[src/msm_pkg.sv]
package msm_pkg;

  // Filter geometry.
  localparam int WINDOW      = 10;
  localparam int CHANNELS    = 4;
  localparam int SAMPLE_BITS = 12;

  // Fixed widths of the beat fields.
  localparam int CHAN_FIELD_W   = 2;
  localparam int SAMPLE_FIELD_W = 12;
  localparam int MEDIAN_FIELD_W = 12;

  // Derived widths.
  localparam int DEPTH    = CHANNELS * WINDOW;
  localparam int ADDR_W   = (DEPTH > 1) ? $clog2(DEPTH) : 1;
  localparam int PTR_W    = $clog2(WINDOW);
  localparam int CNT_W    = $clog2(WINDOW + 1);
  localparam int CH_IDX_W = (CHANNELS > 1) ? $clog2(CHANNELS) : 1;
  localparam int MID      = WINDOW / 2;

  typedef logic [SAMPLE_BITS-1:0]    sample_t;
  typedef logic [ADDR_W-1:0]         addr_t;
  typedef logic [PTR_W-1:0]          ptr_t;
  typedef logic [CNT_W-1:0]          cnt_t;
  typedef logic [CH_IDX_W-1:0]       ch_idx_t;
  typedef logic [CHAN_FIELD_W-1:0]   chan_t;
  typedef logic [MEDIAN_FIELD_W-1:0] med_t;

  // One classified job handed from the front to the back.
  typedef struct packed {
    chan_t   channel;
    logic    in_range;
    addr_t   base;
    addr_t   wr_addr;
    sample_t sample;
  } job_t;

  typedef enum logic [2:0] {
    BK_IDLE,
    BK_WRITE,
    BK_READ,
    BK_LAST,
    BK_DONE
  } bk_state_t;

endpackage

[src/msm_in_if.sv]
interface msm_in_if;
  logic                                valid;
  logic                                ready;
  logic [msm_pkg::CHAN_FIELD_W-1:0]    channel;
  logic [msm_pkg::SAMPLE_FIELD_W-1:0]  sample;

  modport source (output valid, output channel, output sample, input ready);
  modport sink   (input valid, input channel, input sample, output ready);
endinterface

[src/msm_out_if.sv]
interface msm_out_if;
  logic                                valid;
  logic                                ready;
  logic [msm_pkg::CHAN_FIELD_W-1:0]    channel_out;
  logic [msm_pkg::MEDIAN_FIELD_W-1:0]  median;

  modport source (output valid, output channel_out, output median, input ready);
  modport sink   (input valid, input channel_out, input median, output ready);
endinterface

[src/msm_ram.sv]
module msm_ram #(
  parameter int DATA_W = 8,
  parameter int DEPTH  = 16
) (
  input  logic                                   clk,
  input  logic                                   we,
  input  logic [((DEPTH > 1) ? $clog2(DEPTH) : 1)-1:0] waddr,
  input  logic [DATA_W-1:0]                      wdata,
  input  logic [((DEPTH > 1) ? $clog2(DEPTH) : 1)-1:0] raddr,
  output logic [DATA_W-1:0]                      rdata
);

  logic [DATA_W-1:0] mem [DEPTH];

  // One write port and one registered read port.
  always_ff @(posedge clk) begin
    if (we) begin
      mem[waddr] <= wdata;
    end
    rdata <= mem[raddr];
  end

endmodule

[src/msm_front.sv]
module msm_front (
  input  logic           clk,
  input  logic           rst_n,
  msm_in_if.sink         in_ch,
  input  logic           q_full,
  output logic           q_push,
  output msm_pkg::job_t  q_job
);

  msm_pkg::ptr_t    ptr_r [msm_pkg::CHANNELS];
  msm_pkg::ptr_t    ptr_nxt;
  msm_pkg::ch_idx_t ch_idx;
  logic             in_range;
  logic             accept;

  assign in_ch.ready = !q_full;
  assign accept      = in_ch.valid && in_ch.ready;
  assign q_push      = accept;

  // Classify the beat and work out where its sample lands in the store.
  always_comb begin
    in_range = int'(in_ch.channel) < msm_pkg::CHANNELS;
    ch_idx   = msm_pkg::ch_idx_t'(in_ch.channel);
    ptr_nxt  = (ptr_r[ch_idx] == msm_pkg::ptr_t'(msm_pkg::WINDOW - 1)) ?
               '0 : ptr_r[ch_idx] + msm_pkg::ptr_t'(1);

    q_job.channel  = in_ch.channel;
    q_job.in_range = in_range;
    q_job.base     = msm_pkg::addr_t'(int'(in_ch.channel) * msm_pkg::WINDOW);
    q_job.wr_addr  = q_job.base + msm_pkg::addr_t'(ptr_nxt);
    q_job.sample   = msm_pkg::sample_t'(in_ch.sample);
  end

  // Per-channel write pointers advance before the write.
  always_ff @(posedge clk) begin
    if (!rst_n) begin
      for (int c = 0; c < msm_pkg::CHANNELS; c++) begin
        ptr_r[c] <= '0;
      end
    end else if (accept && in_range) begin
      ptr_r[ch_idx] <= ptr_nxt;
    end
  end

endmodule

[src/msm_queue.sv]
module msm_queue (
  input  logic           clk,
  input  logic           rst_n,
  input  logic           push,
  input  msm_pkg::job_t  push_job,
  input  logic           pop,
  output msm_pkg::job_t  head_job,
  output logic           full,
  output logic           empty
);

  msm_pkg::job_t slot_r [2];
  logic          wr_ptr_r;
  logic          rd_ptr_r;
  logic [1:0]    count_r;

  assign full     = (count_r == 2'd2);
  assign empty    = (count_r == 2'd0);
  assign head_job = slot_r[rd_ptr_r];

  // Payload slots.
  always_ff @(posedge clk) begin
    if (push) begin
      slot_r[wr_ptr_r] <= push_job;
    end
  end

  // Pointers and fill level.
  always_ff @(posedge clk) begin
    if (!rst_n) begin
      wr_ptr_r <= 1'b0;
      rd_ptr_r <= 1'b0;
      count_r  <= 2'd0;
    end else begin
      if (push) begin
        wr_ptr_r <= !wr_ptr_r;
      end
      if (pop) begin
        rd_ptr_r <= !rd_ptr_r;
      end
      if (push && !pop) begin
        count_r <= count_r + 2'd1;
      end else if (pop && !push) begin
        count_r <= count_r - 2'd1;
      end
    end
  end

endmodule

[src/msm_back.sv]
module msm_back (
  input  logic           clk,
  input  logic           rst_n,
  input  logic           q_empty,
  input  msm_pkg::job_t  q_head,
  output logic           q_pop,
  msm_out_if.source      out_ch
);

  msm_pkg::bk_state_t state_r, state_nxt;
  msm_pkg::job_t      job_r;
  msm_pkg::ptr_t      rd_cnt_r;
  msm_pkg::cnt_t      cnt_r;
  logic               pend_r;
  logic               ent_vld_r;
  logic               vld_r [msm_pkg::DEPTH];
  msm_pkg::sample_t   s_r   [msm_pkg::WINDOW];
  msm_pkg::sample_t   s_nxt [msm_pkg::WINDOW];
  logic               le    [msm_pkg::WINDOW];
  msm_pkg::sample_t   rdata;
  msm_pkg::sample_t   ins_val;
  msm_pkg::addr_t     raddr;
  logic               we;
  logic               rd_issue;
  logic               load_out;

  logic               out_valid_r;
  msm_pkg::chan_t     out_chan_r;
  msm_pkg::med_t      out_med_r;

  assign raddr = job_r.base + msm_pkg::addr_t'(rd_cnt_r);

  msm_ram #(
    .DATA_W (msm_pkg::SAMPLE_BITS),
    .DEPTH  (msm_pkg::DEPTH)
  ) u_ram (
    .clk   (clk),
    .we    (we),
    .waddr (job_r.wr_addr),
    .wdata (job_r.sample),
    .raddr (raddr),
    .rdata (rdata)
  );

  // Sequencer: write sample, read window, hand off result; out-of-range: hand-off only.
  always_comb begin
    state_nxt = state_r;
    q_pop     = 1'b0;
    we        = 1'b0;
    rd_issue  = 1'b0;
    load_out  = 1'b0;
    case (state_r)
      msm_pkg::BK_IDLE: begin
        if (!q_empty) begin
          q_pop     = 1'b1;
          state_nxt = q_head.in_range ? msm_pkg::BK_WRITE : msm_pkg::BK_DONE;
        end
      end
      msm_pkg::BK_WRITE: begin
        we        = 1'b1;
        state_nxt = msm_pkg::BK_READ;
      end
      msm_pkg::BK_READ: begin
        rd_issue = 1'b1;
        if (rd_cnt_r == msm_pkg::ptr_t'(msm_pkg::WINDOW - 1)) begin
          state_nxt = msm_pkg::BK_LAST;
        end
      end
      msm_pkg::BK_LAST: begin
        state_nxt = msm_pkg::BK_DONE;
      end
      msm_pkg::BK_DONE: begin
        if (!out_valid_r || out_ch.ready) begin
          load_out  = 1'b1;
          state_nxt = msm_pkg::BK_IDLE;
        end
      end
      default: begin
        state_nxt = msm_pkg::BK_IDLE;
      end
    endcase
  end

  // Insert the returning entry into the sorted list. Entries never written read as zero.
  always_comb begin
    ins_val = ent_vld_r ? rdata : '0;
    for (int i = 0; i < msm_pkg::WINDOW; i++) begin
      le[i] = (msm_pkg::cnt_t'(i) < cnt_r) && (s_r[i] <= ins_val);
    end
    s_nxt[0] = le[0] ? s_r[0] : ins_val;
    for (int i = 1; i < msm_pkg::WINDOW; i++) begin
      if (le[i]) begin
        s_nxt[i] = s_r[i];
      end else if (le[i-1]) begin
        s_nxt[i] = ins_val;
      end else begin
        s_nxt[i] = s_r[i-1];
      end
    end
  end

  // State and counters.
  always_ff @(posedge clk) begin
    if (!rst_n) begin
      state_r  <= msm_pkg::BK_IDLE;
      pend_r   <= 1'b0;
      rd_cnt_r <= '0;
      cnt_r    <= '0;
    end else begin
      state_r <= state_nxt;
      pend_r  <= rd_issue;
      if (we) begin
        rd_cnt_r <= '0;
      end else if (rd_issue) begin
        rd_cnt_r <= rd_cnt_r + msm_pkg::ptr_t'(1);
      end
      if (we) begin
        cnt_r <= '0;
      end else if (pend_r) begin
        cnt_r <= cnt_r + msm_pkg::cnt_t'(1);
      end
    end
  end

  // Written flags for the store: a cleared store reads as zeros.
  always_ff @(posedge clk) begin
    if (!rst_n) begin
      for (int k = 0; k < msm_pkg::DEPTH; k++) begin
        vld_r[k] <= 1'b0;
      end
    end else if (we) begin
      vld_r[job_r.wr_addr] <= 1'b1;
    end
  end

  // Job payload, read-side flag and the sorted list.
  always_ff @(posedge clk) begin
    if (q_pop) begin
      job_r <= q_head;
    end
    ent_vld_r <= vld_r[raddr];
    if (pend_r) begin
      s_r <= s_nxt;
    end
  end

  // Output register holds one finished beat until it is taken.
  always_ff @(posedge clk) begin
    if (!rst_n) begin
      out_valid_r <= 1'b0;
    end else if (load_out) begin
      out_valid_r <= 1'b1;
    end else if (out_ch.ready) begin
      out_valid_r <= 1'b0;
    end
  end

  always_ff @(posedge clk) begin
    if (load_out) begin
      out_chan_r <= job_r.channel;
      out_med_r  <= job_r.in_range ? msm_pkg::med_t'(s_r[msm_pkg::MID]) : '0;
    end
  end

  assign out_ch.valid       = out_valid_r;
  assign out_ch.channel_out = out_chan_r;
  assign out_ch.median      = out_med_r;

endmodule

[src/multichannel_sliding_median_unit.sv]
// Channel   Direction  Fields                    Handshake
// in_ch     input      channel[1:0], sample[11:0]   valid/ready
// out_ch    output     channel_out[1:0], median[11:0] valid/ready
//
// In the back end each beat writes its sample to the store, then reads the channel's window
// one entry a cycle through the store's single read port; out-of-range beats skip both.
// The front end accepts up to two beats ahead into its queue while the back end works.
// Synchronous active-low reset clears pointers, written flags, queue and output register.
// A stalled result waits in the output register while the back end finishes the next beat.
module multichannel_sliding_median_unit (
  input logic       clk,
  input logic       rst_n,
  msm_in_if.sink    in_ch,
  msm_out_if.source out_ch
);

  msm_pkg::job_t push_job;
  msm_pkg::job_t head_job;
  logic          push;
  logic          pop;
  logic          full;
  logic          empty;

  // Front end: accepts beats and classifies them.
  msm_front u_front (
    .clk    (clk),
    .rst_n  (rst_n),
    .in_ch  (in_ch),
    .q_full (full),
    .q_push (push),
    .q_job  (push_job)
  );

  // Two-entry job queue between front and back.
  msm_queue u_queue (
    .clk      (clk),
    .rst_n    (rst_n),
    .push     (push),
    .push_job (push_job),
    .pop      (pop),
    .head_job (head_job),
    .full     (full),
    .empty    (empty)
  );

  // Back end: updates the store and ranks the window.
  msm_back u_back (
    .clk     (clk),
    .rst_n   (rst_n),
    .q_empty (empty),
    .q_head  (head_job),
    .q_pop   (pop),
    .out_ch  (out_ch)
  );

endmodule

[src/flat_wrapper.sv]
// flat-port wrapper written by rule: the top's interface ports become plain ports
module multichannel_sliding_median_unit_flat 
  (clk, rst_n, in_ch_valid, in_ch_channel, in_ch_sample, in_ch_ready, out_ch_valid, out_ch_channel_out, out_ch_median, out_ch_ready);
  msm_in_if in_ch_i ();
  msm_out_if out_ch_i ();
  input logic clk;
  input logic rst_n;
  input wire logic [$bits(in_ch_i.valid)-1:0] in_ch_valid;
  input wire logic [$bits(in_ch_i.channel)-1:0] in_ch_channel;
  input wire logic [$bits(in_ch_i.sample)-1:0] in_ch_sample;
  output wire logic [$bits(in_ch_i.ready)-1:0] in_ch_ready;
  output wire logic [$bits(out_ch_i.valid)-1:0] out_ch_valid;
  output wire logic [$bits(out_ch_i.channel_out)-1:0] out_ch_channel_out;
  output wire logic [$bits(out_ch_i.median)-1:0] out_ch_median;
  input wire logic [$bits(out_ch_i.ready)-1:0] out_ch_ready;
  assign in_ch_i.valid = in_ch_valid;
  assign in_ch_i.channel = in_ch_channel;
  assign in_ch_i.sample = in_ch_sample;
  assign in_ch_ready = in_ch_i.ready;
  assign out_ch_valid = out_ch_i.valid;
  assign out_ch_channel_out = out_ch_i.channel_out;
  assign out_ch_median = out_ch_i.median;
  assign out_ch_i.ready = out_ch_ready;
  multichannel_sliding_median_unit u_core (.clk(clk), .rst_n(rst_n), .in_ch(in_ch_i), .out_ch(out_ch_i));
endmodule
[config.mk]
export PLATFORM = sky130hd
export DESIGN_NAME = multichannel_sliding_median_unit_flat
export DESIGN_NICKNAME = d
export VERILOG_FILES = /design/src/msm_pkg.sv /design/src/msm_in_if.sv /design/src/msm_out_if.sv /design/src/msm_ram.sv /design/src/msm_front.sv /design/src/msm_queue.sv /design/src/msm_back.sv /design/src/multichannel_sliding_median_unit.sv /design/src/flat_wrapper.sv
export SDC_FILE = /design/constraint.sdc
export NUM_CORES = 1
export LEC_CHECK = 0
export BUFFER_PORTS_ARGS = -buffer_cell sky130_fd_sc_hd__buf_2
export CAP_MARGIN = 15
export CORE_UTILIZATION = 25
export DETAILED_ROUTE_END_ITERATION = 8
export PLACE_DENSITY = 0.43
export SETUP_SLACK_MARGIN = 0.05
export SLEW_MARGIN = 20
export SYNTH_ARGS = -nofsm -noshare
export SYNTH_HDL_FRONTEND = slang
export SYNTH_SLANG_ARGS = --single-unit
[constraint.sdc]
create_clock -name clk -period 4.3 [get_ports clk]
set_input_delay 0 -clock clk [delete_from_list [all_inputs] [get_ports clk]]
set_output_delay 0 -clock clk [all_outputs]
set_load 0.02 [all_outputs]
# [Word-level counts from Yosys, hierarchy flattened]
# Memory sizes are Yosys's and may differ from the RTL's. A register that Yosys moved wholly into a read port is not among the register bits.
# Index checks and enable logic that the tools add are counted.
[word_totals] regBits=110 ramBits=586 in_bits=18 output_inout_bits=16 word_cells=126 mem_count=4
[op_classes] addsub=7 n_mul=1 magnitude_cmp=12 eq_ne=10 n_mux=37 n_bitwise=7 n_reduce_logical=30
[mem_list] memory="u_core.u_back.u_ram.mem" depth=40 word_bits=12 rd=1 rd_ports_with_merged_regs=1 write_ports=1 line="msm_ram.sv:13" rtl="logic [DATA_W-1:0] mem [DEPTH];"
[mem_list] memory="u_core.u_queue.slot_r" depth=2 word_bits=25 rd=1 rd_ports_with_merged_regs=1 write_ports=1 line="msm_queue.sv:12" rtl="msm_pkg::job_t slot_r [2];"
[mem_list] memory="u_core.u_back.vld_r" depth=40 word_bits=1 rd=1 rd_ports_with_merged_regs=1 write_ports=40 line="msm_back.sv:16" rtl="logic vld_r [msm_pkg::DEPTH];"
[mem_list] memory="u_core.u_front.ptr_r" depth=4 word_bits=4 rd=1 rd_ports_with_merged_regs=0 write_ports=4 line="msm_front.sv:10" rtl="msm_pkg::ptr_t ptr_r [msm_pkg::CHANNELS];"
[op_table] operator="$le A12 B12 Y1" n=6
[op_table] operator="$mux W12" n=6
[op_table] operator="$mux W1" n=20
[op_table] operator="$pmux W3 S5" n=1
[op_table] operator="$add A4 B1 Y4 const B" n=3
[op_table] operator="$add A6 B4 Y6" n=2
[op_table] operator="$mux W3" n=4
[op_table] operator="$reduce_and A2 Y1" n=6
[op_table] operator="$logic_and A1 B1 Y1" n=9
[op_table] operator="$eq A4 B4 Y1 const B" n=2
[op_table] operator="$lt A1 B4 Y1 const A" n=2
[op_table] operator="$lt A2 B4 Y1 const A" n=2
[op_table] operator="$lt A3 B4 Y1 const A" n=2
[op_table] operator="$mux W4" n=2
[op_table] operator="$not A1 Y1" n=7
[op_table] operator="$eq A3 B2 Y1 const B" n=2
[op_table] operator="$logic_not A1 Y1" n=6
[op_table] operator="$mux W2" n=3
[op_table] operator="$mux W6" n=1
[op_table] operator="$ne A2 B2 Y1 const B" n=3
[op_table] operator="$mul A2 B3 Y5 const B" n=1
[op_table] operator="$reduce_bool A2 Y1" n=2
[op_table] operator="$reduce_or A4 Y1" n=1
[op_table] operator="$eq A3 B1 Y1 const B" n=1
[op_table] operator="other kinds (10)" n=10

# [Longest topological paths before layout]
# Gate-level depths: netlist of the first run.
[depth] word_depth=8 depth_mapped=12 ltp_nobuf=11

# [Modules after synthesis]
# Synthesis of the first run repeated with hierarchy kept, for this count alone.
[unflattened] cells_unflattened=2168 hier_area_um2=32894.0
[by_module_without_submodules] mod="msm_ram" instances=1 cells_each=1005 area_each_um2=19266.0 seq_area_each_um2=14654.1
[by_module_without_submodules] mod="msm_back" instances=1 cells_each=954 area_each_um2=10349.9 seq_area_each_um2=4954.8
[by_module_without_submodules] mod="msm_queue" instances=1 cells_each=106 area_each_um2=2164.6 seq_area_each_um2=1721.7
[by_module_without_submodules] mod="msm_front" instances=1 cells_each=103 area_each_um2=1113.6 seq_area_each_um2=480.5

# [Least setup slack after synthesis of the first run]
# OpenSTA, ideal clock, no wires.
[synth_path] kind="register to register" from="register u_core.u_back.ent_vld_r, read port of u_core.u_back.vld_r" to="register u_core.u_back.s_r[60] in the netlist's numbering, enable pin" setup_ns=0.380 arrival_time_ns=2.710 required_ns=3.920 slack_ns=1.210 path_stages_with_launch=11 path_buffers=3 period_less_slack_ns=3.090 path_cell_list="dfxtp_1 > clkbuf_1 > nand2_1 > ha_1 > a21o_1 > nand3_1 > a21oi_1 > clkbuf_1 > clkbuf_1 > nor4_1 > nor2_1"
[synth_via] elab_chain_cells=5
[synth_rtl] element="start: declaration" line="msm_back.sv:15" rtl="logic ent_vld_r;"
[synth_rtl] element="$mux W12" line="msm_back.sv:86" rtl="ins_val = ent_vld_r ? rdata : '0;"
[synth_rtl] element="$le A12 B12 Y1" line="msm_back.sv:88" rtl="le[i] = (msm_pkg::cnt_t'(i) < cnt_r) && (s_r[i] <= ins_val);"
[synth_rtl] element="$logic_and A1 B1 Y1" line="msm_back.sv:88"
[synth_rtl] element="$not A1 Y1 (no source line)"
[synth_rtl] element="$reduce_and A2 Y1 (no source line)"
[synth_rtl] element="end signal: assignment" line="msm_back.sv:143" rtl="s_r <= s_nxt;"
[synth_rtl] element="end: declaration" line="msm_back.sv:17" rtl="msm_pkg::sample_t s_r [msm_pkg::WINDOW];"
# Every way passes these cells.
# A chain may end at the register's enable or synchronous reset.

# [Worst setup path after layout of the first run]
[layout_path] from="register u_core.u_back.ent_vld_r, read port of u_core.u_back.vld_r" to="register u_core.u_back.s_r[96] in the netlist's numbering (data pin)"
[layout_via] elab_chain_cells=4
[layout_rtl] element="$mux W12 *" line="msm_back.sv:86"
[layout_rtl] element="$le A12 B12 Y1" line="msm_back.sv:88"
[layout_rtl] element="$logic_and A1 B1 Y1" line="msm_back.sv:88"
[layout_rtl] element="$mux W12 *" line="msm_back.sv:94" rtl="end else if (le[i-1]) begin"
# Mark *: on every way between the ends. The rest lies on a longest branch, timed or not.

==> results.txt, run 1 <==
----------------------------------------------------
[Synth]
  Cell accounting for the most synthesized area ... sky130_fd_sc_hd__edfxtp_1
  Synthesized netlist cell count ... 1855
  Net count of the mapped netlist ... 1960
  Sequential fraction of the synthesis area ... 67.7%
  Register bit total from synthesis ... 728
  Area share of the largest cell type after synthesis ... 62.1%
  Synthesis Warnings ... 0
  Leading cell types by total area after synthesis ... sky130_fd_sc_hd__edfxtp_1 62%, sky130_fd_sc_hd__mux4_2 10%, sky130_fd_sc_hd__dfxtp_1 5.5%, sky130_fd_sc_hd__ha_1 3.4%, sky130_fd_sc_hd__mux2_2 3.3%
  Most common flop cell mapped by yosys ... sky130_fd_sc_hd__edfxtp_1
  Share of synthesized flip-flops with an asynchronous set or reset ... 0%
  Number of library cell types mapped by synthesis ... 57
  Post-synthesis average cell area ... 16.7 sq um
  EDFF count, synth ... 642
  Area of the mapped netlist ... 0.0310 sq mm

[STA]
  Relative max-transition margin ... 27.6%
  Final hold violation count ... 0
  Time the worst path needs with I/O delays and setup ... 3.34 ns
  Setup repair after global routing missed its margin ... no
  Post-Route Skew ... 0.0551 ns
  Final Slew Violations ... 0
  Total negative setup slack ... 0 ns
  Highest achievable clock rate ... 299 MHz
  Worst slack on hold paths ... 0.0719 ns
  Final setup vio count ... 0
  Transition at the pin with the smallest max-transition slack ... 1.08 ns
  Post-route setup slack ... 0.961 ns
  Fraction of the cycle the final worst path needs ... 77.7%

[Global route]
  Via count of the first global-routing pass ... 17500
  Largest net degree at the start of global routing ... 68
  First-pass GRT wire length ... 120000 microns
  Antenna violations before repair ... 1
  Total global routing track utilization ... 13.0%
  Overflow left after global routing ... 0

[Finish]
  Commonest non-fill, non-tap cell in the layout ... sky130_fd_sc_hd__edfxtp_1
  Final-stage net count ... 2063
  Fraction of layout instances using a drive strength above 1 ... 24.5%
  Fraction of the core area covered by cells at the end of the flow ... 29.6%
  Synthesis-to-finish area growth ... 16.9%
  Leading cell types in the layout, fill and taps excluded ... 642 x sky130_fd_sc_hd__edfxtp_1, 139 x sky130_fd_sc_hd__mux4_2, 92 x sky130_fd_sc_hd__mux2_2
  Antenna cells ... 0
  Filler cell count ... 12100

[Worst setup path]
  Crit path largest cell delay ... 0.62 ns
  Critical path class ... register to register
  Count of buffer and inverter cells on the critical path ... 0
  Chain of cells forming the critical path ... nand2_1, ha_1, a21o_1, a21o_1, a21o_1, o32ai_4, mux2_2
  Cell type with the highest occurrence count on the critical path ... sky130_fd_sc_hd__a21o_1
  Critical path data arrival time ... 3.71 ns
  Max Fanout on Critical Path ... 13
  Critical-path cell with the highest stage delay ... sky130_fd_sc_hd__o32ai_4
  Required time at the endpoint of the critical path ... 4.67 ns
  Endpoint kind of the worst setup timing path ... register
  Cell class contributing the biggest share of worst-path delay ... compound AO/OA/AOI/OAI gates
  Critical path startpoint category ... register

[Route]
  Routed length on met3 ... 3160 microns
  Uppermost layer routed ... met5
  Routed length on met2 ... 40900 microns
  Detailed-router iteration count before antenna repair ... 5
  Vias per std cell ... 4.70
  Met1 Routed Length ... 36000 microns
  Vias ... 17200
  Antenna violation net count after detailed routing ... 0
  Initial DRC Count ... 1352
  DRT Wirelength ... 82100 microns
  DRC violations left ... 0
  Wire per inst ... 22.5 microns

[Die]
  Die Width ... 354 microns
  Effective utilization at floorplan ... 25.3%
  Area of the die ... 0.126 sq mm
  Core outline area ... 0.123 sq mm
  Num rows ... 128
  Top-level I/O count ... 34
  Die Ht ... 354 microns

[Status]
  Run status ... finished clean

[Power and ir drop]
  Static Leakage ... 11.6 nW
  Max IR drop VDD ... 0.355 mV
  Pwr/cell area ... 615 mW/mm^2

[CTS]
  CTS Buf Count ... 80
  Post CTS Setup Buffer Count ... 0
  Clock tree sinks ... 728
  Clock Path Buffers ... 3
  TritonCTS clock tree ... yes
  Clock-pin slew on the worst setup and hold paths ... 0.06 ns
  Clock network latency to the later pin of the worst-skew pair ... 0.65 ns
  Post-CTS sizing ... 0
  Count of H-tree levels built during CTS ... 3
  Root cell of the clock tree ... sky130_fd_sc_hd__clkbuf_16

[Place]
  Worst setup slack after placement ... 0.868 ns
  Port Buffers ... 33
  Global placement routability congestion ... 0.799
  Sum of net half-perimeters after detailed placement ... 51600 microns

[Hold path]
  Worst min path class ... input port to register

[Flow run]
  Max-cap violations ... 0

----------------------------------------------------
[timing repair]
action                                  in CTS  in global routing
hold buffers                                17                  0
endpoints found under the setup margin       0                  0
endpoints found under the hold margin       46                  0
[area by class of cell]
cell class	count	area [sq um]	area share [%]
clock buffers	105	2220	6.12
clock inverters	43	442	1.22
flip-flops and latches	728	21000	57.9
inverters	31	116	0.321
multi-input cells	987	9490	26.2
repair buffers	130	986	2.72
well taps	1625	2030	5.60
[logic make-up (layout without fill, tap and decap cells)]
kind of cell               Yosys count  in the layout  share of synthesized area, %
buffers and inverters              140            309                          2.03
AOI/OAI and AO/OA                  304            304                          7.01
xor gates and xnor gates            12             12                         0.339
and+or+nand+nor                    349            349                          5.86
adders and majority gates           87             87                          3.56
muxes                              235            235                          13.6
DFF                                728            728                          67.7
[report_power, final]
| group | switching, W | internal (W) |
|---|---|---|
| Clock | 0.00290 | 0.00398 |
| Sequential | 0.000444 | 0.00890 |
| Combinational | 0.00384 | 0.00227 |
[cells in the mapped netlist (all sizes together) (4+ instances only)]
cell,instances
a211oi,16
a21boi,4
a21o,21
a21oi,32
a31oi,26
and2,10
buf,48
clkbuf,61
dfxtp,86
edfxtp,642
ha,85
inv,31
mux2,92
mux2i,4
mux4,139
nand2,79
nand2b,7
nand3,34
nand3b,8
nand4,33
nand4b,7
nor2,76
nor2b,28
nor3,16
nor3b,4
nor4,4
o211ai,41
o21a,45
o21ai,30
o21bai,17
o221a,12
o22ai,27
o2bb2ai,23
or2,6
or3,7
or4,24
xnor2,6
xor2,6
[per-stage QoR]
stage | total power, W | instances | cell area, sq um
6_report | 0.0223 | 3649 | 36300
5_1_grt | 0.0234 | 3649 | 36300
3_5_place_dp | 0.0157 | 3484 | 33400
3_3_place_gp | 0.0156 | 3484 | 33400
2_1_floorplan | 0.0132 | 1855 | 31000
4_1_cts | 0.0227 | 3649 | 36300
[state kept, by name, summed over array words and instances (netlist names), 12 cells and up]
name and cells:
u_core.u_queue.slot_r 40, u_core.u_back.s_r 72, u_core.u_back.u_ram.mem 480, u_core.u_back.u_ram.rdata 12, u_core.u_back.job_r 20, u_core.u_back.out_ch.median 12
u_core.u_front.ptr_r 16, u_core.u_back.vld_r 56
[metal layers]
metal / global-route usage, % / vias up
met5: 0 / -
met4: 3.83 / 2
met1: 16.9 / 8926
met3: 1.94 / 114
met2: 22.2 / 412
li1: - / 7705
[final timing paths]
kind | startpoint | to | slack (ns) | cells after the start
max | u_core.u_back.ent_vld_r$_DFF_P_ | u_core.u_back.s_r[96]$_DFFE_PP_ | 0.96 | 7
min | in_ch_sample[4] | u_core.u_queue.slot_r[1][4]$_DFFE_PP_ | 0.07 | 2
max reg2reg | u_core.u_back.ent_vld_r$_DFF_P_ | u_core.u_back.s_r[96]$_DFFE_PP_ | 0.96 | 7
min reg2reg | u_core.u_back.vld_r[41]$_DFF_P_ | u_core.u_back.vld_r[41]$_DFF_P_ | 0.45 | 1
No activity file was read; power rests on OpenSTA's default activity.
==> inputs of run 2 (changes only) <==
--- a/config.mk
+++ b/config.mk
@@ -5,6 +5,7 @@
 export SDC_FILE = /design/constraint.sdc
 export NUM_CORES = 1
 export LEC_CHECK = 0
+export ABC_AREA = 1
 export BUFFER_PORTS_ARGS = -buffer_cell sky130_fd_sc_hd__buf_2
 export CAP_MARGIN = 15
 export CORE_UTILIZATION = 25
==> constraint.sdc (replaced) <==
create_clock -name clk -period 3.11 [get_ports clk]
set_input_delay 0 -clock clk [delete_from_list [all_inputs] [get_ports clk]]
set_output_delay 0 -clock clk [all_outputs]
set_load 0.02 [all_outputs]
==> run 2 against run 1 <==
  * Hold slack worse by 0.013 ns
  * Maximum frequency grew 24%
  * Sequential power rose by 41%
  * Count of clock-buffer cells in the layout is 9 higher
  * Sequential share of layout area down 1.2 points
  * Critical path type unchanged
  * Via count rose by 26%
  * Non-clock buffer count rose by 27
  * Clock skew is 0.0073 ns lower
  * Total power rose by 54%
  * Final cell count increased by 33%
==> results.txt, run 2 <==
----------------------------------------------------
[Finish]
  Area occupied by multi-input gates ... 0.00905 sq mm (-4.7%)
  Max FFs per register ... 480 (unchanged)
  Sequential cell area ... 0.0210 sq mm (about the same)
  Final-stage net count ... 3225 (+56%)
  Fraction of layout instances using a drive strength above 1 ... 9.34% (-15 points)
  Antenna cells ... 0 (unchanged)
  Registers with the most flip-flops ... u_core.u_back.u_ram.mem x480, u_core.u_back.s_r x72, u_core.u_back.vld_r x56
  Commonest non-fill, non-tap cell in the layout ... sky130_fd_sc_hd__nand2_1
  Filler cell count ... 13100 (+8.4%)
  Synthesis-to-finish area growth ... 17.0% (about the same)
  Biggest register ... u_core.u_back.u_ram.mem
  Non-filler instance count after layout ... 4840 (+33%)
  Leading cell types in the layout, fill and taps excluded ... 966 x sky130_fd_sc_hd__nand2_1, 642 x sky130_fd_sc_hd__edfxtp_1, 361 x sky130_fd_sc_hd__nand3_1

[Worst setup path]
  Critical path startpoint category ... register
  Endpoint kind of the worst setup timing path ... register
  Critical path data arrival time ... 3.08 ns (-0.63 ns)
  Critical path class ... register to register
  Required time at the endpoint of the critical path ... 3.50 ns (-1.17 ns)
  Max Fanout on Critical Path ... 12 (-1)

[Synth]
  Most repeated cell in the gate-level netlist after synthesis ... sky130_fd_sc_hd__nand2_1
  List of most frequent post-synthesis cells ... 977 x sky130_fd_sc_hd__nand2_1, 642 x sky130_fd_sc_hd__edfxtp_1, 361 x sky130_fd_sc_hd__nand3_1
  Sequential fraction of the synthesis area ... 66.3% (-1.3 points)
  Area share of the largest cell type after synthesis ... 60.9% (-1.2 points)
  Post-synthesis average cell area ... 10.5 sq um (-37%)
  Register bit total from synthesis ... 728 (unchanged)
  Net count of the mapped netlist ... 3125 (+59%)
  Area of the mapped netlist ... 0.0317 sq mm (+2.0%)
  Share of synthesized flip-flops with an asynchronous set or reset ... 0% (unchanged)
  Synthesized netlist cell count ... 3020 (+63%)
  Most common flop cell mapped by yosys ... sky130_fd_sc_hd__edfxtp_1
  EDFF count, synth ... 642 (unchanged)
  Synthesis Warnings ... 0 (unchanged)
  Number of library cell types mapped by synthesis ... 38 (-33%)
  Leading cell types by total area after synthesis ... sky130_fd_sc_hd__edfxtp_1 61%, sky130_fd_sc_hd__nand2_1 12%, sky130_fd_sc_hd__nand3_1 5.7%, sky130_fd_sc_hd__dfxtp_1 5.4%, sky130_fd_sc_hd__ha_1 3.4%
  Cell accounting for the most synthesized area ... sky130_fd_sc_hd__edfxtp_1

[Global route]
  First-pass GRT wire length ... 142000 microns (+18%)
  Largest net degree at the start of global routing ... 84 (+24%)
  Total global routing track utilization ... 15.0% (+2.0 points)
  Via count of the first global-routing pass ... 21200 (+21%)
  Antenna violations before repair ... 0 (-1)
  Overflow left after global routing ... 0 (unchanged)

[CTS]
  Count of H-tree levels built during CTS ... 3 (unchanged)
  Clock network latency to the later pin of the worst-skew pair ... 0.66 ns (about the same)
  Clock Path Buffers ... 3 (unchanged)
  TritonCTS clock tree ... yes
  CTS Buf Count ... 84 (+5.0%)
  Clock tree sinks ... 728 (unchanged)
  Post CTS Setup Buffer Count ... 0 (unchanged)
  Clock-pin slew on the worst setup and hold paths ... 0.06 ns (about the same)
  Root cell of the clock tree ... sky130_fd_sc_hd__clkbuf_16

[Place]
  Worst setup slack after placement ... 0.194 ns (-0.673 ns)
  Global placement routability congestion ... 0.817 (+2.2%)
  Port Buffers ... 33 (unchanged)
  Sum of net half-perimeters after detailed placement ... 60100 microns (+16%)
  Post-placement cell count ... 4666 (+34%)

[STA]
  Highest achievable clock rate ... 372 MHz (+24%)
  Total negative setup slack ... 0 ns (unchanged)
  Time the worst path needs with I/O delays and setup ... 2.69 ns (-0.652 ns)
  Transition at the pin with the smallest max-transition slack ... 0.927 ns (-0.155 ns)
  Final hold violation count ... 0 (unchanged)
  Worst slack on hold paths ... 0.0590 ns (-0.0129 ns)
  Fraction of the cycle the final worst path needs ... 86.4% (+8.7 points)
  Relative max-transition margin ... 38.2% (+11 points)
  Post-Route Skew ... 0.0477 ns (-0.00734 ns)
  Final Slew Violations ... 0 (unchanged)
  Setup repair after global routing missed its margin ... no
  Post-route setup slack ... 0.423 ns (-0.538 ns)
  Final setup vio count ... 0 (unchanged)

[Hold path]
  Worst min path class ... input port to register

[Die]
  Die Ht ... 358 microns (+0.98%)
  Num rows ... 130 (+1.6%)
  Die Width ... 358 microns (+0.98%)
  Core outline area ... 0.126 sq mm (+2.5%)
  Effective utilization at floorplan ... 25.2% (-0.12 points)
  Top-level I/O count ... 34 (unchanged)
  Area of the die ... 0.128 sq mm (+2.0%)

[Power and ir drop]
  Pwr/cell area ... 928 mW/mm^2 (+51%)
  Max IR drop VDD ... 0.618 mV (+74%)
  Static Leakage ... 14.5 nW (+24%)
  Final total power ... 0.0344 W (+54%)

[Route]
  Met1 Routed Length ... 43700 microns (+21%)
  DRT Wirelength ... 95500 microns (+16%)
  Detailed-router iteration count before antenna repair ... 5 (unchanged)
  Vias per std cell ... 4.45 (-5.3%)
  DRC violations left ... 0 (unchanged)
  Wire per inst ... 19.7 microns (-12%)
  Routed length on met3 ... 4090 microns (+30%)
  Routed length on met2 ... 44800 microns (+9.5%)
  Vias ... 21500 (+26%)
  Initial DRC Count ... 1525 (+13%)
  Antenna violation net count after detailed routing ... 0 (unchanged)
  Uppermost layer routed ... met4

[Flow run]
  Max-cap violations ... 0 (unchanged)

[Status]
  Run status ... finished clean

----------------------------------------------------
-- run 2: changes by cell type after synthesis, moves of 28 or more --
| cell | change |
|---|---|
| sky130_fd_sc_hd__a21oi_1 | +28 |
| sky130_fd_sc_hd__o21ai_0 | +51 |
| sky130_fd_sc_hd__buf_2 | +34 |
| sky130_fd_sc_hd__inv_1 | +206 |
| sky130_fd_sc_hd__nand2_1 | +898 |
| sky130_fd_sc_hd__nor2_1 | +132 |
| sky130_fd_sc_hd__nor2b_1 | -28 |
| sky130_fd_sc_hd__nand3_1 | +327 |
| sky130_fd_sc_hd__mux4_2 | -139 |
| sky130_fd_sc_hd__mux2_2 | -92 |
-- run 2: logic make-up after synthesis --
logic type,count (synthesis),share of synthesized area [%]
AO/OA/AOI/OAI,240,4.43
XOR/XNOR,5,0.162
adder cells (fa/ha/maj),87,3.49
buffers and inverters,385,5.24
flip-flops,728,66.3
AND/OR/NAND/NOR,1575,20.3
-- run 2: worst max-delay path, stage by stage (launching register included) --
cell	delay [ns]
sky130_fd_sc_hd__dfxtp_2	0.51
sky130_fd_sc_hd__nand2_2	0.29
sky130_fd_sc_hd__ha_1	0.37
sky130_fd_sc_hd__nand2_1	0.07
sky130_fd_sc_hd__nor2_1	0.15
sky130_fd_sc_hd__and2_1	0.17
sky130_fd_sc_hd__nand4_1	0.09
sky130_fd_sc_hd__nand2_1	0.22
sky130_fd_sc_hd__nand2_1	0.32
sky130_fd_sc_hd__nand2_1	0.16
sky130_fd_sc_hd__nand2_1	0.07
-- run 2: report_power, final --
group / internal, W / switching (W) / leakage (nW) / total, W
registers: 0.0125 / 0.000703 / 6.53 / 0.0132
logic: 0.00304 / 0.00841 / 6.60 / 0.0114
clock network: 0.00556 / 0.00417 / 1.33 / 0.00973
total: 0.0211 / 0.0133 / 14.5 / 0.0344
-- run 2: stage by stage --
step / area (sq um) / util (%)
finish: 37000 / 29.5
global route: 37000 / 29.5
CTS: 37000 / 29.5
detailed placement: 34100 / 27.2
global placement: 34100 / 27.2
floorplan: 31700 / -
-- run 2: cell type report --
type | count | area share, %
multi-input cells | 1907 | 24.4
repair buffers | 157 | 3.49
flip-flops and latches | 728 | 56.7
clock inverters | 42 | 0.993
clock buffers | 114 | 6.30
inverters | 242 | 2.49
well taps | 1650 | 5.57
-- run 2: final timing paths --
check                                  start                               endpoint  slack (ns)  depth (start not counted)
max          u_core.u_back.ent_vld_r$_DFF_P_        u_core.u_back.s_r[94]$_DFFE_PP_        0.42                         10
min                          in_ch_sample[0]  u_core.u_queue.slot_r[0][0]$_DFFE_PP_        0.06                          2
max reg2reg  u_core.u_back.ent_vld_r$_DFF_P_        u_core.u_back.s_r[94]$_DFFE_PP_        0.42                         10
min reg2reg  u_core.u_back.vld_r[55]$_DFF_P_        u_core.u_back.vld_r[55]$_DFF_P_        0.43                          2
-- run 2: routing by layer --
layer | track usage [%] | vias up
li1 | - | 10500
met1 | 20.3 | 10500
met3 | 2.41 | 149
met4 | 4.93 | 0
met2 | 24.3 | 449
met5 | 0 | -
-- run 2: repair_timing --
action                     4_1_cts  5_1_grt
hold endpoints to repair        81        0
hold buffers                    18        0
setup endpoints to repair        0      100
resized for setup                0       13
==> inputs of run 3 (changes only) <==
--- a/config.mk
+++ b/config.mk
@@ -5,7 +5,7 @@
 export SDC_FILE = /design/constraint.sdc
 export NUM_CORES = 1
 export LEC_CHECK = 0
-export ABC_AREA = 1
+export ABC_CLOCK_PERIOD_IN_PS = 3110
 export BUFFER_PORTS_ARGS = -buffer_cell sky130_fd_sc_hd__buf_2
 export CAP_MARGIN = 15
 export CORE_UTILIZATION = 25
==> run 3 against run 2 <==
  * Clock skew fell by 0.019 ns
  * Final cell count shrank 23%
  * Sequential share of layout area is essentially flat
  * First-iteration DRC count fell by 27%
  * Critical endpoint is now u_core.u_back.u_ram.rdata[4]$_DFF_P_
  * Largest cell class unchanged
  * Combinational power fell by 22%
==> results.txt, run 3 (same netlist as run 1, synthesis figures left out) <==
----------------------------------------------------
[Status]
  Run status ... finished clean

[Power and ir drop]
  Max IR drop VDD ... 0.388 mV (-37%)
  Relative contribution of sequential cells to total power ... 40.3% (+1.9 points)
  Clock group share of total power ... 31.8% (+3.5 points)
  Switching component of the power ... 0.0101 W (-24%)
  Final total power ... 0.0320 W (-6.9%)
  Fraction of power spent switching nets ... 31.5% (-7.2 points)
  Proportion of power drawn by combinational gates ... 27.9% (-5.4 points)
  Static Leakage ... 12.0 nW (-17%)
  Pwr/cell area ... 863 mW/mm^2 (-7.0%)
  Internal power consumption ... 0.0219 W (+4.0%)

[Global route]
  Via count of the first global-routing pass ... 18100 (-15%)
  First-pass GRT wire length ... 122000 microns (-14%)
  Antenna violations before repair ... 7 (+7)
  Overflow left after global routing ... 0 (unchanged)
  Total global routing track utilization ... 13.1% (-1.9 points)
  Largest net degree at the start of global routing ... 63 (-25%)

[Finish]
  Registers with the most flip-flops ... u_core.u_back.u_ram.mem x480, u_core.u_back.s_r x72, u_core.u_back.vld_r x56
  Biggest register ... u_core.u_back.u_ram.mem
  Synthesis-to-finish area growth ... 19.4%
  Fraction of the core area covered by cells at the end of the flow ... 30.3% (+0.76 points)
  Max FFs per register ... 480 (unchanged)
  Final-stage net count ... 2117 (-34%)
  Fraction of layout instances using a drive strength above 1 ... 27.3% (+18 points)
  Leading cell types in the layout, fill and taps excluded ... 642 x sky130_fd_sc_hd__edfxtp_1, 139 x sky130_fd_sc_hd__mux4_2, 116 x sky130_fd_sc_hd__buf_4
  Finished Cell Area ... 0.0371 sq mm (about the same)
  Commonest non-fill, non-tap cell in the layout ... sky130_fd_sc_hd__edfxtp_1
  Antenna cells ... 0 (unchanged)

[STA]
  Transition at the pin with the smallest max-transition slack ... 1.08 ns (+0.155 ns)
  Highest achievable clock rate ... 332 MHz (-11%)
  Relative max-transition margin ... 27.9% (-10 points)
  Time the worst path needs with I/O delays and setup ... 3.01 ns (+0.323 ns)
  Final hold violation count ... 0 (unchanged)
  Post-route setup slack ... 0.0999 ns (-0.323 ns)
  Fraction of the cycle the final worst path needs ... 96.8% (+10 points)
  Final setup vio count ... 0 (unchanged)
  Final Slew Violations ... 0 (unchanged)
  Post-Route Skew ... 0.0291 ns (-0.0186 ns)
  Setup repair after global routing missed its margin ... no

[Route]
  DRC violations left ... 0 (unchanged)
  Vias ... 17400 (-19%)
  Vias per std cell ... 4.69 (+5.4%)
  Initial DRC Count ... 1114 (-27%)
  DRT Wirelength ... 82600 microns (-14%)
  Detailed-router iteration count before antenna repair ... 5 (unchanged)
  Antenna violation net count after detailed routing ... 0 (unchanged)
  Wire per inst ... 22.3 microns (+13%)

[Place]
  Sum of net half-perimeters after detailed placement ... 52700 microns (-12%)
  Worst setup slack after placement ... -0.396 ns (-0.590 ns)
  Port Buffers ... 33 (unchanged)
  Global placement routability congestion ... 0.805 (-1.5%)
  Cell area after placement ... 0.0339 sq mm (-0.65%)

[Worst setup path]
  Critical path class ... register to register
  Critical path data arrival time ... 3.51 ns (+0.43 ns)
  R2r startpoint ... u_core.u_back.job_r[25]$_DFFE_PP_
  Endpoint kind of the worst setup timing path ... register
  Critical register-to-register path endpoint ... u_core.u_back.u_ram.rdata[4]$_DFF_P_
  Critical path startpoint category ... register
  Critical-path cell with the highest stage delay ... sky130_fd_sc_hd__or4b_4
  Max Fanout on Critical Path ... 12 (unchanged)
  Required time at the endpoint of the critical path ... 3.61 ns (+0.11 ns)
  Crit path largest cell delay ... 0.65 ns (+0.14 ns)
  Chain of cells forming the critical path ... ha_4, fa_1, a21o_1, and2_1, or4b_4, o22ai_2, nor3_1
  Count of buffer and inverter cells on the critical path ... 0 (unchanged)
  Setup slack, reg-to-reg ... 0.1 ns (-0.32 ns)
  Worst r2r path cells ... 7 (-3)
  Cell class contributing the biggest share of worst-path delay ... simple AND/OR/NAND/NOR gates

[CTS]
  Clock-pin slew on the worst setup and hold paths ... 0.06 ns (about the same)
  Clock tree sinks ... 728 (unchanged)
  Clock Path Buffers ... 3 (unchanged)
  Clock network latency to the later pin of the worst-skew pair ... 0.66 ns (about the same)
  Root cell of the clock tree ... sky130_fd_sc_hd__clkbuf_16
  Count of H-tree levels built during CTS ... 3 (unchanged)
  TritonCTS clock tree ... yes
  CTS Buf Count ... 84 (unchanged)

[Die]
  Area of the die ... 0.126 sq mm (-1.9%)
  Effective utilization at floorplan ... 25.3% (+0.12 points)
  Num rows ... 128 (-1.5%)
  Die Ht ... 354 microns (-0.97%)
  Top-level I/O count ... 34 (unchanged)
  Core outline area ... 0.123 sq mm (-2.4%)
  Die Width ... 354 microns (-0.97%)

[Hold path]
  Worst Hold Endpoint ... u_core.u_queue.slot_r[0][11]$_DFFE_PP_
  Min-delay src ... in_ch_sample[11]
  WHS Path Cells ... 2 (unchanged)
  Worst min path class ... input port to register

[Flow run]
  Max-cap violations ... 0 (unchanged)

----------------------------------------------------
## run 3: worst max-delay path by stage
stage | start | endpoint | cells past startpoint
floorplan | u_core.u_back.ent_vld_r$_DFF_P_ | u_core.u_back.s_r[72]$_DFFE_PP_ | 8
global placement | u_core.u_back.job_r[25]$_DFFE_PP_ | u_core.u_back.u_ram.rdata[4]$_DFF_P_ | 7
detailed placement | u_core.u_back.job_r[25]$_DFFE_PP_ | u_core.u_back.u_ram.rdata[4]$_DFF_P_ | 7
CTS | u_core.u_back.job_r[25]$_DFFE_PP_ | u_core.u_back.ent_vld_r$_DFF_P_ | 8
global route | u_core.u_back.job_r[25]$_DFFE_PP_ | u_core.u_back.u_ram.rdata[4]$_DFF_P_ | 7
finish | u_core.u_back.job_r[25]$_DFFE_PP_ | u_core.u_back.u_ram.rdata[4]$_DFF_P_ | 7
## run 3: stage by stage
step / hold slack [ns] / TNS (ns) / std cells
after floorplan: 0.0989 / 0 / 1855
after global placement: 0.190 / -2.41 / 3530
after detailed placement: 0.194 / -2.30 / 3530
after CTS: 0.00972 / 0 / 3703
after global routing: 0.0336 / 0 / 3705
final: 0.0650 / 0 / 3705
## run 3: power by group through the flow
stage	Combinational, W	Clock, W	Sequential (W)
after detailed placement	0.00893	0	0.0131
final	0.00893	0.0102	0.0129
after floorplan	0.00512	0	0.0131
after global routing	0.00965	0.0108	0.0130
after global placement	0.00878	0	0.0131
after CTS	0.00908	0.0104	0.0129
## run 3: worst reg2reg max path: stages (launching register included)
cell and delay (ns):
sky130_fd_sc_hd__edfxtp_1 0.52, sky130_fd_sc_hd__ha_4 0.23, sky130_fd_sc_hd__fa_1 0.52, sky130_fd_sc_hd__a21o_1 0.25, sky130_fd_sc_hd__and2_1 0.20, sky130_fd_sc_hd__or4b_4 0.65, sky130_fd_sc_hd__o22ai_2 0.33, sky130_fd_sc_hd__nor3_1 0.16
## run 3: repair_timing
| item | 4_1_cts | 5_1_grt |
|---|---|---|
| hold buffers | 17 | 0 |
| setup buffers | 2 | 1 |
| hold endpoints to repair | 67 | 0 |
| setup endpoints to repair | 13 | 4 |
| pin swaps | 0 | 2 |
| gates cloned | 0 | 1 |
| gates resized for setup | 10 | 4 |
## run 3: final cells by class
| class | count | area [sq um] |
|---|---|---|
| multi-input cells | 987 | 9560 |
| inverters | 31 | 116 |
| well taps | 1625 | 2030 |
| clock buffers | 101 | 2280 |
| fillers | 12100 | 85500 |
| repair buffers | 180 | 1490 |
| clock inverters | 53 | 583 |
| flip-flops and latches | 728 | 21000 |
## run 3: metal layers
| metal | GRT usage, % | vias up | part of all wire (%) |
|---|---|---|---|
| li1 | - | 7813 | - |
| met1 | 17.7 | 9063 | 45 |
| met2 | 21.4 | 393 | 48 |
| met3 | 2.24 | 116 | 4.6 |
| met4 | 3.59 | 0 | 2.4 |
| met5 | 0 | - | 0 |
